--- src/hdl/vtgd_pkg.sv ---
// ----------------------------------------------------------------------------
// Vector terminal graph decoder package
// Shared types, command codes, control bytes and the Y limit helper.
// ----------------------------------------------------------------------------
package vtgd_pkg;

  // Command codes on the result stream
  typedef enum logic [3:0] {
    CMD_NONE      = 4'd0,
    CMD_MOVE      = 4'd1,
    CMD_DRAW      = 4'd2,
    CMD_POINT     = 4'd3,
    CMD_EXIT      = 4'd4,
    CMD_EXIT_CR   = 4'd5,
    CMD_ALPHA_POS = 4'd6,
    CMD_LF        = 4'd7,
    CMD_BELL      = 4'd8,
    CMD_CLEAR     = 4'd9,
    CMD_STATUS    = 4'd10,
    CMD_CROSSHAIR = 4'd11
  } cmd_e;

  // Host control bytes, matched on all 8 bits
  localparam logic [7:0] CH_ENQ = 8'h05;
  localparam logic [7:0] CH_BEL = 8'h07;
  localparam logic [7:0] CH_LF  = 8'h0A;
  localparam logic [7:0] CH_FF  = 8'h0C;
  localparam logic [7:0] CH_CR  = 8'h0D;
  localparam logic [7:0] CH_SUB = 8'h1A;
  localparam logic [7:0] CH_ESC = 8'h1B;
  localparam logic [7:0] CH_GS  = 8'h1D;
  localparam logic [7:0] CH_US  = 8'h1F;

  localparam logic [9:0] Y_TOP       = 10'd764;
  localparam logic [6:0] FONT_H_RST  = 7'd16;

  // Decoder state carried from byte to byte
  typedef struct packed {
    logic       graph_active;
    logic       pen_lifted;
    logic       vector_shown;
    logic       escape_pending;
    logic [7:0] prev_byte;
    logic [4:0] hi_x;
    logic [4:0] hi_y;
    logic [4:0] lo_y;
    logic [9:0] cur_x;
    logic [9:0] cur_y;
  } state_t;

  // One result item
  typedef struct packed {
    cmd_e       cmd;
    logic [9:0] pos_x;
    logic [9:0] pos_y;
    logic       pass;
  } result_t;

  // Top of the usable Y range for a given font height (never negative)
  function automatic logic [9:0] top_limit(input logic [6:0] font_h);
    top_limit = Y_TOP - {3'b000, font_h};
  endfunction

endpackage

--- src/hdl/vtgd_step.sv ---
// ----------------------------------------------------------------------------
// Vector terminal graph decoder step
// Combinational next state and result for one host byte.
// ----------------------------------------------------------------------------
module vtgd_step (
  input  vtgd_pkg::state_t  st_i,
  input  logic [7:0]        byte_i,
  input  logic [6:0]        font_h_i,
  output vtgd_pkg::state_t  st_o,
  output vtgd_pkg::result_t res_o
);
  import vtgd_pkg::*;

  state_t     nxt;
  cmd_e       cmd;
  logic       pass;
  logic [6:0] c7;
  logic [9:0] lim;
  logic [9:0] nx;
  logic [9:0] ny;
  logic       same;

  assign c7   = byte_i[6:0];
  assign lim  = top_limit(font_h_i);
  assign nx   = {st_i.hi_x, c7[4:0]};
  assign ny   = {st_i.hi_y, st_i.lo_y};
  assign same = (nx == st_i.cur_x) && (ny == st_i.cur_y);

  always_comb begin
    nxt  = st_i;
    cmd  = CMD_NONE;
    pass = 1'b0;
    if (!st_i.graph_active) begin
      if (byte_i == CH_GS) begin
        nxt.graph_active   = 1'b1;
        nxt.pen_lifted     = 1'b1;
        nxt.vector_shown   = 1'b0;
        nxt.escape_pending = 1'b0;
        nxt.prev_byte      = CH_GS;
      end else begin
        pass = 1'b1;
      end
    end else if (st_i.escape_pending) begin
      // byte after ESC: prev_byte stays ESC
      nxt.escape_pending = 1'b0;
      case (byte_i)
        CH_FF: begin
          cmd              = CMD_CLEAR;
          nxt.graph_active = 1'b0;
          nxt.cur_x        = '0;
          nxt.cur_y        = lim;
        end
        CH_ENQ: begin
          cmd = CMD_STATUS;
        end
        CH_SUB: begin
          cmd              = CMD_CROSSHAIR;
          nxt.graph_active = 1'b0;
        end
        default: begin
          cmd = CMD_NONE;
        end
      endcase
    end else begin
      nxt.prev_byte = byte_i;
      case (byte_i)
        CH_GS:  nxt.pen_lifted = 1'b1;
        CH_CR: begin
          cmd              = st_i.vector_shown ? CMD_EXIT_CR : CMD_EXIT;
          nxt.graph_active = 1'b0;
        end
        CH_US: begin
          cmd              = CMD_ALPHA_POS;
          nxt.graph_active = 1'b0;
        end
        CH_LF:  cmd = CMD_LF;
        CH_BEL: cmd = CMD_BELL;
        CH_ESC: nxt.escape_pending = 1'b1;
        default: begin
          case (c7[6:5])
            2'b10: begin
              // low X completes the coordinate
              nxt.vector_shown = 1'b1;
              nxt.cur_x        = nx;
              nxt.cur_y        = ny;
              if (st_i.pen_lifted) begin
                nxt.pen_lifted = 1'b0;
                cmd            = CMD_MOVE;
              end else begin
                cmd = same ? CMD_POINT : CMD_DRAW;
              end
            end
            2'b11: nxt.lo_y = c7[4:0];
            2'b01: begin
              // high byte is X only straight after a low Y byte
              if (st_i.prev_byte[7:5] == 3'b011) begin
                nxt.hi_x = c7[4:0];
              end else begin
                nxt.hi_y = c7[4:0];
              end
            end
            default: cmd = CMD_NONE;
          endcase
        end
      endcase
    end
  end

  assign st_o        = nxt;
  assign res_o.cmd   = cmd;
  assign res_o.pos_x = nxt.cur_x;
  assign res_o.pos_y = ((cmd == CMD_ALPHA_POS) && (nxt.cur_y > lim)) ? lim : nxt.cur_y;
  assign res_o.pass  = pass;

endmodule

--- src/hdl/vector_terminal_graph_decoder_top.sv ---
// ----------------------------------------------------------------------------
// Vector terminal graph decoder, top level
// Decodes a graph-mode host byte stream into one command item per byte.
// ----------------------------------------------------------------------------
// One host byte in gives exactly one command item out. The block takes a byte
// every cycle while the output is not stalled: each byte lands in an input
// register, the decoder step works it out combinationally against the held state
// and the result sits in an output register, so the sustained rate is one item
// per clock, limited only by downstream backpressure. tready on the input side
// drops only when both registers hold items and the output is stalled.
// font_height is written through cfg_we_i/cfg_wdata_i and must only change
// while the block is empty; it resets to 16.
module vector_terminal_graph_decoder_top (
  input  logic        clk_i,
  input  logic        rst_ni,
  // configuration: font_height
  input  logic        cfg_we_i,
  input  logic [6:0]  cfg_wdata_i,
  // host byte stream
  input  logic        s_tvalid_i,
  output logic        s_tready_o,
  input  logic [7:0]  s_tdata_i,   // [7:0] host_byte
  // command stream
  output logic        m_tvalid_o,
  input  logic        m_tready_i,
  output logic [23:0] m_tdata_o,   // [3:0] command, [13:4] pos_x, [23:14] pos_y
  output logic        m_tuser_o    // [0] pass_through
);
  import vtgd_pkg::*;

  // configuration register
  logic [6:0] font_q;

  // input stage
  logic       in_vld_q;
  logic [7:0] in_byte_q;

  // decoder state
  state_t     st_q;
  state_t     st_d;
  result_t    res;

  // output stage
  logic       out_vld_q;
  result_t    out_q;

  logic       out_free;
  logic       step_en;

  assign out_free   = !out_vld_q || m_tready_i;
  assign step_en    = in_vld_q && out_free;
  assign s_tready_o = !in_vld_q || out_free;

  always_ff @(posedge clk_i or negedge rst_ni) begin
    if (!rst_ni) begin
      font_q <= FONT_H_RST;
    end else if (cfg_we_i) begin
      font_q <= cfg_wdata_i;
    end
  end

  // input register: refills whenever its item moves on or it is empty
  always_ff @(posedge clk_i or negedge rst_ni) begin
    if (!rst_ni) begin
      in_vld_q <= 1'b0;
    end else if (s_tready_o) begin
      in_vld_q <= s_tvalid_i;
    end
  end

  always_ff @(posedge clk_i) begin
    if (s_tready_o && s_tvalid_i) begin
      in_byte_q <= s_tdata_i;
    end
  end

  vtgd_step u_step (
    .st_i     (st_q),
    .byte_i   (in_byte_q),
    .font_h_i (font_q),
    .st_o     (st_d),
    .res_o    (res)
  );

  // state only advances when the result has a place to go
  always_ff @(posedge clk_i or negedge rst_ni) begin
    if (!rst_ni) begin
      st_q.graph_active   <= 1'b0;
      st_q.pen_lifted     <= 1'b1;
      st_q.vector_shown   <= 1'b0;
      st_q.escape_pending <= 1'b0;
      st_q.prev_byte      <= '0;
      st_q.hi_x           <= '0;
      st_q.hi_y           <= '0;
      st_q.lo_y           <= '0;
      st_q.cur_x          <= '0;
      st_q.cur_y          <= '0;
    end else if (step_en) begin
      st_q <= st_d;
    end
  end

  always_ff @(posedge clk_i or negedge rst_ni) begin
    if (!rst_ni) begin
      out_vld_q <= 1'b0;
    end else if (out_free) begin
      out_vld_q <= in_vld_q;
    end
  end

  always_ff @(posedge clk_i) begin
    if (step_en) begin
      out_q <= res;
    end
  end

  assign m_tvalid_o = out_vld_q;
  assign m_tdata_o  = {out_q.pos_y, out_q.pos_x, out_q.cmd};
  assign m_tuser_o  = out_q.pass;

`ifndef SYNTHESIS
  // an escape can only be pending inside graph mode
  a_esc_in_graph : assert property (@(posedge clk_i) disable iff (!rst_ni)
    st_q.escape_pending |-> st_q.graph_active)
    else $error("escape pending outside graph mode");

  // pass-through bytes never carry a command
  a_pass_no_cmd : assert property (@(posedge clk_i) disable iff (!rst_ni)
    (m_tvalid_o && m_tuser_o) |-> (m_tdata_o[3:0] == CMD_NONE))
    else $error("pass-through item with a command");

  // a move puts the pen down and marks a vector as shown
  a_move_pen : assert property (@(posedge clk_i) disable iff (!rst_ni)
    (step_en && (res.cmd == CMD_MOVE)) |=> (st_q.vector_shown && !st_q.pen_lifted))
    else $error("move did not lower the pen");
`endif

endmodule

--- config.mk ---
export PLATFORM = sky130hd
export DESIGN_NAME = vector_terminal_graph_decoder_top
export DESIGN_NICKNAME = d
export VERILOG_FILES = /design/src/hdl/vtgd_pkg.sv /design/src/hdl/vtgd_step.sv /design/src/hdl/vector_terminal_graph_decoder_top.sv
export SDC_FILE = /design/constraint.sdc
export NUM_CORES = 1
export LEC_CHECK = 0
export BUFFER_PORTS_ARGS = -buffer_cell sky130_fd_sc_hd__buf_2
export CAP_MARGIN = 20
export CORE_ASPECT_RATIO = 0.75
export CORE_UTILIZATION = 40
export CTS_CLUSTER_DIAMETER = 60
export DETAILED_ROUTE_END_ITERATION = 8
export PLACE_DENSITY = 0.6
export SETUP_SLACK_MARGIN = 0.5
export SYNTH_ARGS = -nofsm -noshare
export SYNTH_HDL_FRONTEND = slang
export SYNTH_SLANG_ARGS = --single-unit
export TNS_END_PERCENT = 20
--- constraint.sdc ---
create_clock -name clk_i -period 10.35 [get_ports clk_i]
set_clock_uncertainty 0.1 [all_clocks]
set_input_delay 1.5525 -clock clk_i [delete_from_list [all_inputs] [get_ports clk_i]]
set_output_delay 1.5525 -clock clk_i [all_outputs]
set_load 0.01 [all_outputs]
==> summary.txt, run 1 <==
Route
  • Routed len/inst: ~17 µm
  • Initial DRC count: around 240
  • Routed via count: 3,064
  • Post-route ant nets: 0
  • Residual DRC: 0
  • Post-Route WL: around 9600 µm
  • Vias per cell: about 5.5
  • DR pass1 iterations: 4

Min path
  • Hold_sp: st_q[44]$_DFFE_PN0P_
  • Hold crit path type: register to register

CTS
  • CTS tree: done
  • Clk root buf: clkbuf_16
  • Postcts setup bufs: 0
  • Reg clk slew, reported paths: 0.06 ns
  • # resized after CTS: 0
  • Latest clock arrival within the worst-skew pair: between 0.3 and 0.4 ns
  • Htree depth: 3
  • CTS Hold Bufs: 0
  • Clk sinks: 84
  • Clk buf depth: 2
  • CTS buffer count: 9

Placed design
  • HPWL after DPL: about 6700 µm
  • Placed inst area: 4590 µm²
  • Port Buffers: 46
  • Gpl congestion: 0.876
  • Placed cell count: 540

Critical path
  • Worst path required time: roughly 10 ns
  • Termination of the worst setup path: m_tdata_o[16]$_DFFE_PP_
  • CP Class: register to register
  • Crit Reg-Reg Endpoint: m_tdata_o[16]$_DFFE_PP_
  • CP Capture Type: register
  • Max incr delay on CP: just under 0.7 ns
  • R2r startpoint: in_byte_q[0]$_DFFE_PP_
  • Slowest CP cell: a2111oi_4
  • CP arrival: ~4.7 ns
  • CP cell instances: or3_1 > nor4_1 > o21ai_1 > a22oi_1 > ha_1 > nand4_1 > o22ai_1 > a21o_1 > a2111oi_4 > mux2_2
  • Critical path peak fanout: 16
  • R2R cell count: 10
  • R2R setup slack: 5.69 ns
  • Setup crit start kind: register
  • Critical path startpoint: in_byte_q[0]$_DFFE_PP_

Global routing
  • GRT Overall Usage: 0.192
  • Vias in the first global route: approximately 2,900
  • Initial antenna violation count: 0
  • Largest net degree at the start of global routing: 52
  • First-pass GRT wire length: 15,700 µm
  • Grt ovf: 0

Timing
  • Final critical-path required period: approximately 4.7 ns
  • Final setup violation count: 0
  • Final-report max-slew violation count: 0
  • Post-route clock period utilization: 0.451
  • Achievable Freq: 214 MHz
  • Fin. Hold Viols: 0
  • Slew @ Worst Pin: between 0.9 and 1 ns
  • RSZ-0062 raised after global routing: false
  • Slew margin rel.: 0.367
  • Sum Neg Setup Slack: 0 ns

Cells and area
  • Finished Layout Cells: between 500 and 600
  • Layout Nets: 445
  • # fillers: roughly 950
  • ANT cells: 0
  • Layout cell share with drive strength beyond 1: 0.228
  • Seq. cell area: 2270 µm²
  • Layout area overhead: 15.6%
  • Area of the multi-input gates: roughly 1800 µm²
  • Final Cell Area: slightly below 5000 µm²

Pwr
  • LEAKAGE: a little over 2 nW
  • Combinational Power Share: 0.166
  • Sw Ratio: 0.266
  • Internal power: between 600 and 700 µW
  • Pwr dens: 181 nW/µm²
  • Worst vdd ir: slightly below 0.09 mV
  • Total power: slightly below 900 µW
  • Reg power frac: 0.477
  • Clock power frac: 0.357
  • Net Sw Power: 237 µW

Yosys
  • #FFs+latches synth: 84
  • Avg Cell Area, Syn: 11.4 µm²
  • Post-synthesis net count: approximately 400
  • Number of synthesized flops with an enable pin: 33
  • Top FF cell, synth: dfrtp_1
  • Synth cell types: 52
  • Mapped Area: 4240 µm²
  • Post-Syn Instances: 372
  • Post-synth ARST share: 0.607
  • Yosys warns: 0
  • Sequential share of the synthesized area: 0.536

Floorplan
  • Die footprint: 11,000 µm²
  • Starting density of the core: 0.412
  • Core Area: 10,300 µm²
  • Die width: about 120 µm
  • Die Height: roughly 91 µm
  • Std cell rows: 32
  • I/O pin count: between 40 and 50

Outcome
  • Status: finished clean

Run
  • Max Cap Violations: 0
## layout by cell type, fill, tap and decap left out, types with 5 or more instances in the layout
cell	instances
inv_1	17
buf_2	46
a21oi_1	19
nand2_1	25
clkbuf_16	9
nor2_1	25
o22ai_1	7
buf_4	5
ha_1	9
mux2_2	24
nand2b_1	6
a22o_1	27
o21ai_0	12
xnor2_1	18
nand3_1	5
xor2_1	9
dfrtp_1	49
edfxtp_1	33
nand4_1	8
## worst min-delay path by stage
stage	cells after the start	end	slack [ns]
2_1_floorplan	1	st_q[44]$_DFFE_PN0P_	0.36
3_5_place_dp	1	st_q[44]$_DFFE_PN0P_	0.38
3_3_place_gp	1	m_tvalid_o$_DFFE_PN0P_	0.39
6_report	1	st_q[44]$_DFFE_PN0P_	0.39
4_1_cts	1	st_q[44]$_DFFE_PN0P_	0.39
5_1_grt	2	st_q[45]$_DFFE_PN1P_	0.43
## cells in the mapped netlist (2+ instances only)
library cell  count  share of area
o211ai_1          2         0.0035
clkbuf_1         13          0.012
nor3_1            4         0.0047
nor3b_1           2         0.0035
nor4b_1           2         0.0041
o22ai_1           7          0.010
nor2_1           25          0.022
and3_1            2         0.0030
xnor2_1          18          0.037
dfrtp_1          49           0.29
o21ai_0          13          0.015
edfxtp_1         33           0.23
o2bb2ai_1         3         0.0062
nand2_1          25          0.022
nor2b_1           3         0.0044
nand4_1           8          0.012
o21a_1            2         0.0035
nor4_1            4         0.0059
buf_2             3         0.0035
xor2_1            9          0.019
and2_1            2         0.0030
or3_1             2         0.0030
nand2b_1          6         0.0089
mux2_2           24          0.064
mux2i_1           3         0.0071
inv_1            17          0.015
ha_1              9          0.027
nand3b_1          4         0.0071
dfstp_2           2          0.012
a32oi_1           3         0.0062
a21oi_1          19          0.022
nand3_1           5         0.0059
a22o_1           27          0.056
a21o_1            4         0.0071
## logic make-up after synthesis
group / Yosys count / share of synthesized area
compound gates: 90 / 0.154
xor+xnor: 27 / 0.0558
fa+ha+maj: 9 / 0.0266
buf+inv: 35 / 0.0322
flops: 84 / 0.536
mux: 27 / 0.0709
simple gates: 100 / 0.125
## state kept, by name, summed over array words and instances (netlist names)
register    count
st_q           42
m_tdata_o      24
in_byte_q       8
font_q          7
in_vld_q        1
m_tuser_o       1
m_tvalid_o      1
## layout make-up
cell class	instances	area share
clock buffers	12	0.0503
well taps	136	0.0348
clock inverters	4	0.00997
inverters	17	0.0130
multi-input cells	253	0.374
flip-flops and latches	84	0.464
repair buffers	51	0.0547
## critical path, delay by kind of cell, from the launching register on
kind,cells,cell delay (ns)
AO/OA/AOI/OAI,5,1.78
adder cells (fa/ha/maj),1,0.28
multiplexers,1,0.42
flip-flops,1,0.64
AND/OR/NAND/NOR,3,1.18
## per-layer routing
metal	GRT usage	vias to the layer above	wire length, µm
li1	-	1466	-
met1	0.288	1500	4730
met2	0.267	90	4090
met3	0.0521	8	625
met4	0.0586	0	123
met5	0	-	0
## stage by stage
step | setup WS (ns) | utilization | hold slack, ns
after floorplan | 6.46 | - | 0.360
after global placement | 5.83 | 0.446 | 0.389
after detailed placement | 5.74 | 0.446 | 0.379
after CTS | 5.71 | 0.475 | 0.391
after global routing | 5.47 | 0.476 | 0.425
final | 5.69 | 0.476 | 0.388
## power by group through the flow
stage	Sequential (mW)	Combinational, mW	Clock (mW)
floorplan	0.422	0.104	0
global placement	0.428	0.146	0
detailed placement	0.429	0.147	0
CTS	0.423	0.149	0.325
global route	0.430	0.166	0.339
finish	0.423	0.148	0.317
Power figures use the tool's default switching activity.
==> inputs of run 2 (changes only) <==
==> constraint.sdc (replaced) <==
create_clock -name clk_i -period 4.9 [get_ports clk_i]
set_clock_uncertainty 0.1 [all_clocks]
set_input_delay 0.735 -clock clk_i [delete_from_list [all_inputs] [get_ports clk_i]]
set_output_delay 0.735 -clock clk_i [all_outputs]
set_load 0.01 [all_outputs]
==> run 2 against run 1 <==
Against the previous run:
- hold slack improved by 0.024 ns
- critical path depth increased by 3
- global-route usage about the same
- critical path type unchanged
- critical endpoint unchanged
- highest routed layer unchanged
==> summary.txt, run 2 (synthesized netlist as in run 1, its figures left out) <==
Outcome
  • Status: finished clean

Route
  • Residual DRC: 0
  • Routed len/inst: about 17 µm
  • DR pass1 iterations: 4
  • Post-Route WL: 9610 µm
  • Vias per cell: 5.47
  • Routed via count: between 3,000 and 4,000
  • Post-route ant nets: 0
  • Initial DRC count: 286

Critical path
  • CP Capture Type: register
  • Worst path required time: 4.89 ns
  • CP arrival: between 4 and 5 ns
  • CP Class: register to register
  • Setup crit start kind: register
  • R2R cell count: 13
  • Critical path peak fanout: 8

Floorplan
  • I/O pin count: 47
  • Starting density of the core: 0.412
  • Die Height: approximately 91 µm
  • Die footprint: around 11,000 µm²
  • Std cell rows: 32
  • Die width: 121 µm
  • Core Area: roughly 10,000 µm²

Global routing
  • Largest net degree at the start of global routing: 52
  • GRT Overall Usage: 0.192
  • Vias in the first global route: around 3,000
  • Grt ovf: 0
  • First-pass GRT wire length: around 16,000 µm
  • Initial antenna violation count: 0

Timing
  • Sum Neg Setup Slack: 0 ns
  • Fin. Hold Viols: 0
  • Final worst slack: approximately 0.71 ns
  • Achievable Freq: about 240 MHz
  • Post-route clock period utilization: 0.854
  • Slew @ Worst Pin: 0.695 ns
  • Final-report max-slew violation count: 0
  • Final critical-path required period: 4.19 ns
  • RSZ-0062 raised after global routing: false
  • Slew margin rel.: 0.536
  • Final setup violation count: 0

Placed design
  • Gpl congestion: between 0.9 and 1
  • HPWL after DPL: between 6000 and 7000 µm
  • Pre-CTS setup slack: 0.482 ns
  • Port Buffers: 46

CTS
  • CTS buffer count: 9
  • Clk sinks: 84
  • Reg clk slew, reported paths: about 0.060 ns
  • Clk root buf: clkbuf_16
  • CTS Hold Bufs: 0
  • Htree depth: 3
  • Clk buf depth: 2
  • CTS tree: done
  • Postcts setup bufs: 0
  • Latest clock arrival within the worst-skew pair: roughly 0.34 ns

Cells and area
  • Layout cell share with drive strength beyond 1: 0.247
  • Commonest non-fill, non-tap cells in the layout: dfrtp_1 (49), buf_2 (46), edfxtp_1 (33), a22o_1 (27)
  • Layout area overhead: 16.8%
  • Top reg by flops: st_q
  • ANT cells: 0
  • Commonest non-fill, non-tap cell in the layout: dfrtp_1
  • Max reg flops: 42
  • Layout Nets: 453
  • Util after Layout: 0.481

Pwr
  • LEAKAGE: about 2.1 nW
  • Worst vdd ir: 0.177 mV
  • Total power: 1.85 mW
  • Pwr dens: 373 nW/µm²

Run
  • Max Cap Violations: 0

Min path
  • Hold crit path type: input pin to async pin
## run 2: cell type report
class                      count  area, µm²
fill                         934       5350
tap                          136        170
clock buffer                  11        243
inverter                      17       63.8
timing repair buffer          59        328
sequential                    84       2270
multi-input combinational    253       1840
clock inverter                 5       35.0
## run 2: power breakdown
group,internal (mW),switching [mW],total [mW]
logic,0.150,0.181,0.331
clock network,0.358,0.275,0.633
registers,0.822,0.0599,0.882
## run 2: what timing repair did
action	4_1_cts	5_1_grt
pin swaps	0	1
endpoints found under the setup margin	5	5
gates cloned	0	0
gates resized for setup	1	0
## run 2: final timing paths
| check | from | slack (ns) | endpoint |
|---|---|---|---|
| max reg2reg | in_byte_q[5]$_DFFE_PP_ | 0.71 | m_tdata_o[16]$_DFFE_PP_ |
| min in group clk_i | st_q[45]$_DFFE_PN1P_ | 0.41 | st_q[45]$_DFFE_PN1P_ |
| min reg2reg | st_q[45]$_DFFE_PN1P_ | 0.41 | st_q[45]$_DFFE_PN1P_ |
| min | rst_ni | 0.41 | in_vld_q$_DFFE_PN0N_ |
| max | in_byte_q[5]$_DFFE_PP_ | 0.71 | m_tdata_o[16]$_DFFE_PP_ |
| max in group asynchronous | rst_ni | 3.84 | st_q[16]$_DFFE_PN0P_ |
## run 2: layer usage
metal	global-route usage	routed length, µm
met2	0.267	3960
met3	0.0515	721
met1	0.288	4810
met5	0	0
met4	0.0586	130
## run 2: critical path, stage by stage, from the launching register on
cell,delay (ns)
edfxtp_1,0.49
or3_4,0.46
nor4_2,0.43
o21a_1,0.34
nor2_1,0.07
a21oi_1,0.23
ha_1,0.21
a21o_1,0.11
a21oi_1,0.06
nor2b_1,0.11
o31ai_1,0.08
a21o_1,0.18
a2111oi_4,0.64
mux2_2,0.41
## run 2: metrics by stage
stage	area [µm²]	std cells	hold slack [ns]
floorplan	4240	372	0.339
global placement	4650	548	0.377
detailed placement	4650	548	0.398
CTS	4940	564	0.410
global route	4940	565	0.432
finish	4940	565	0.411
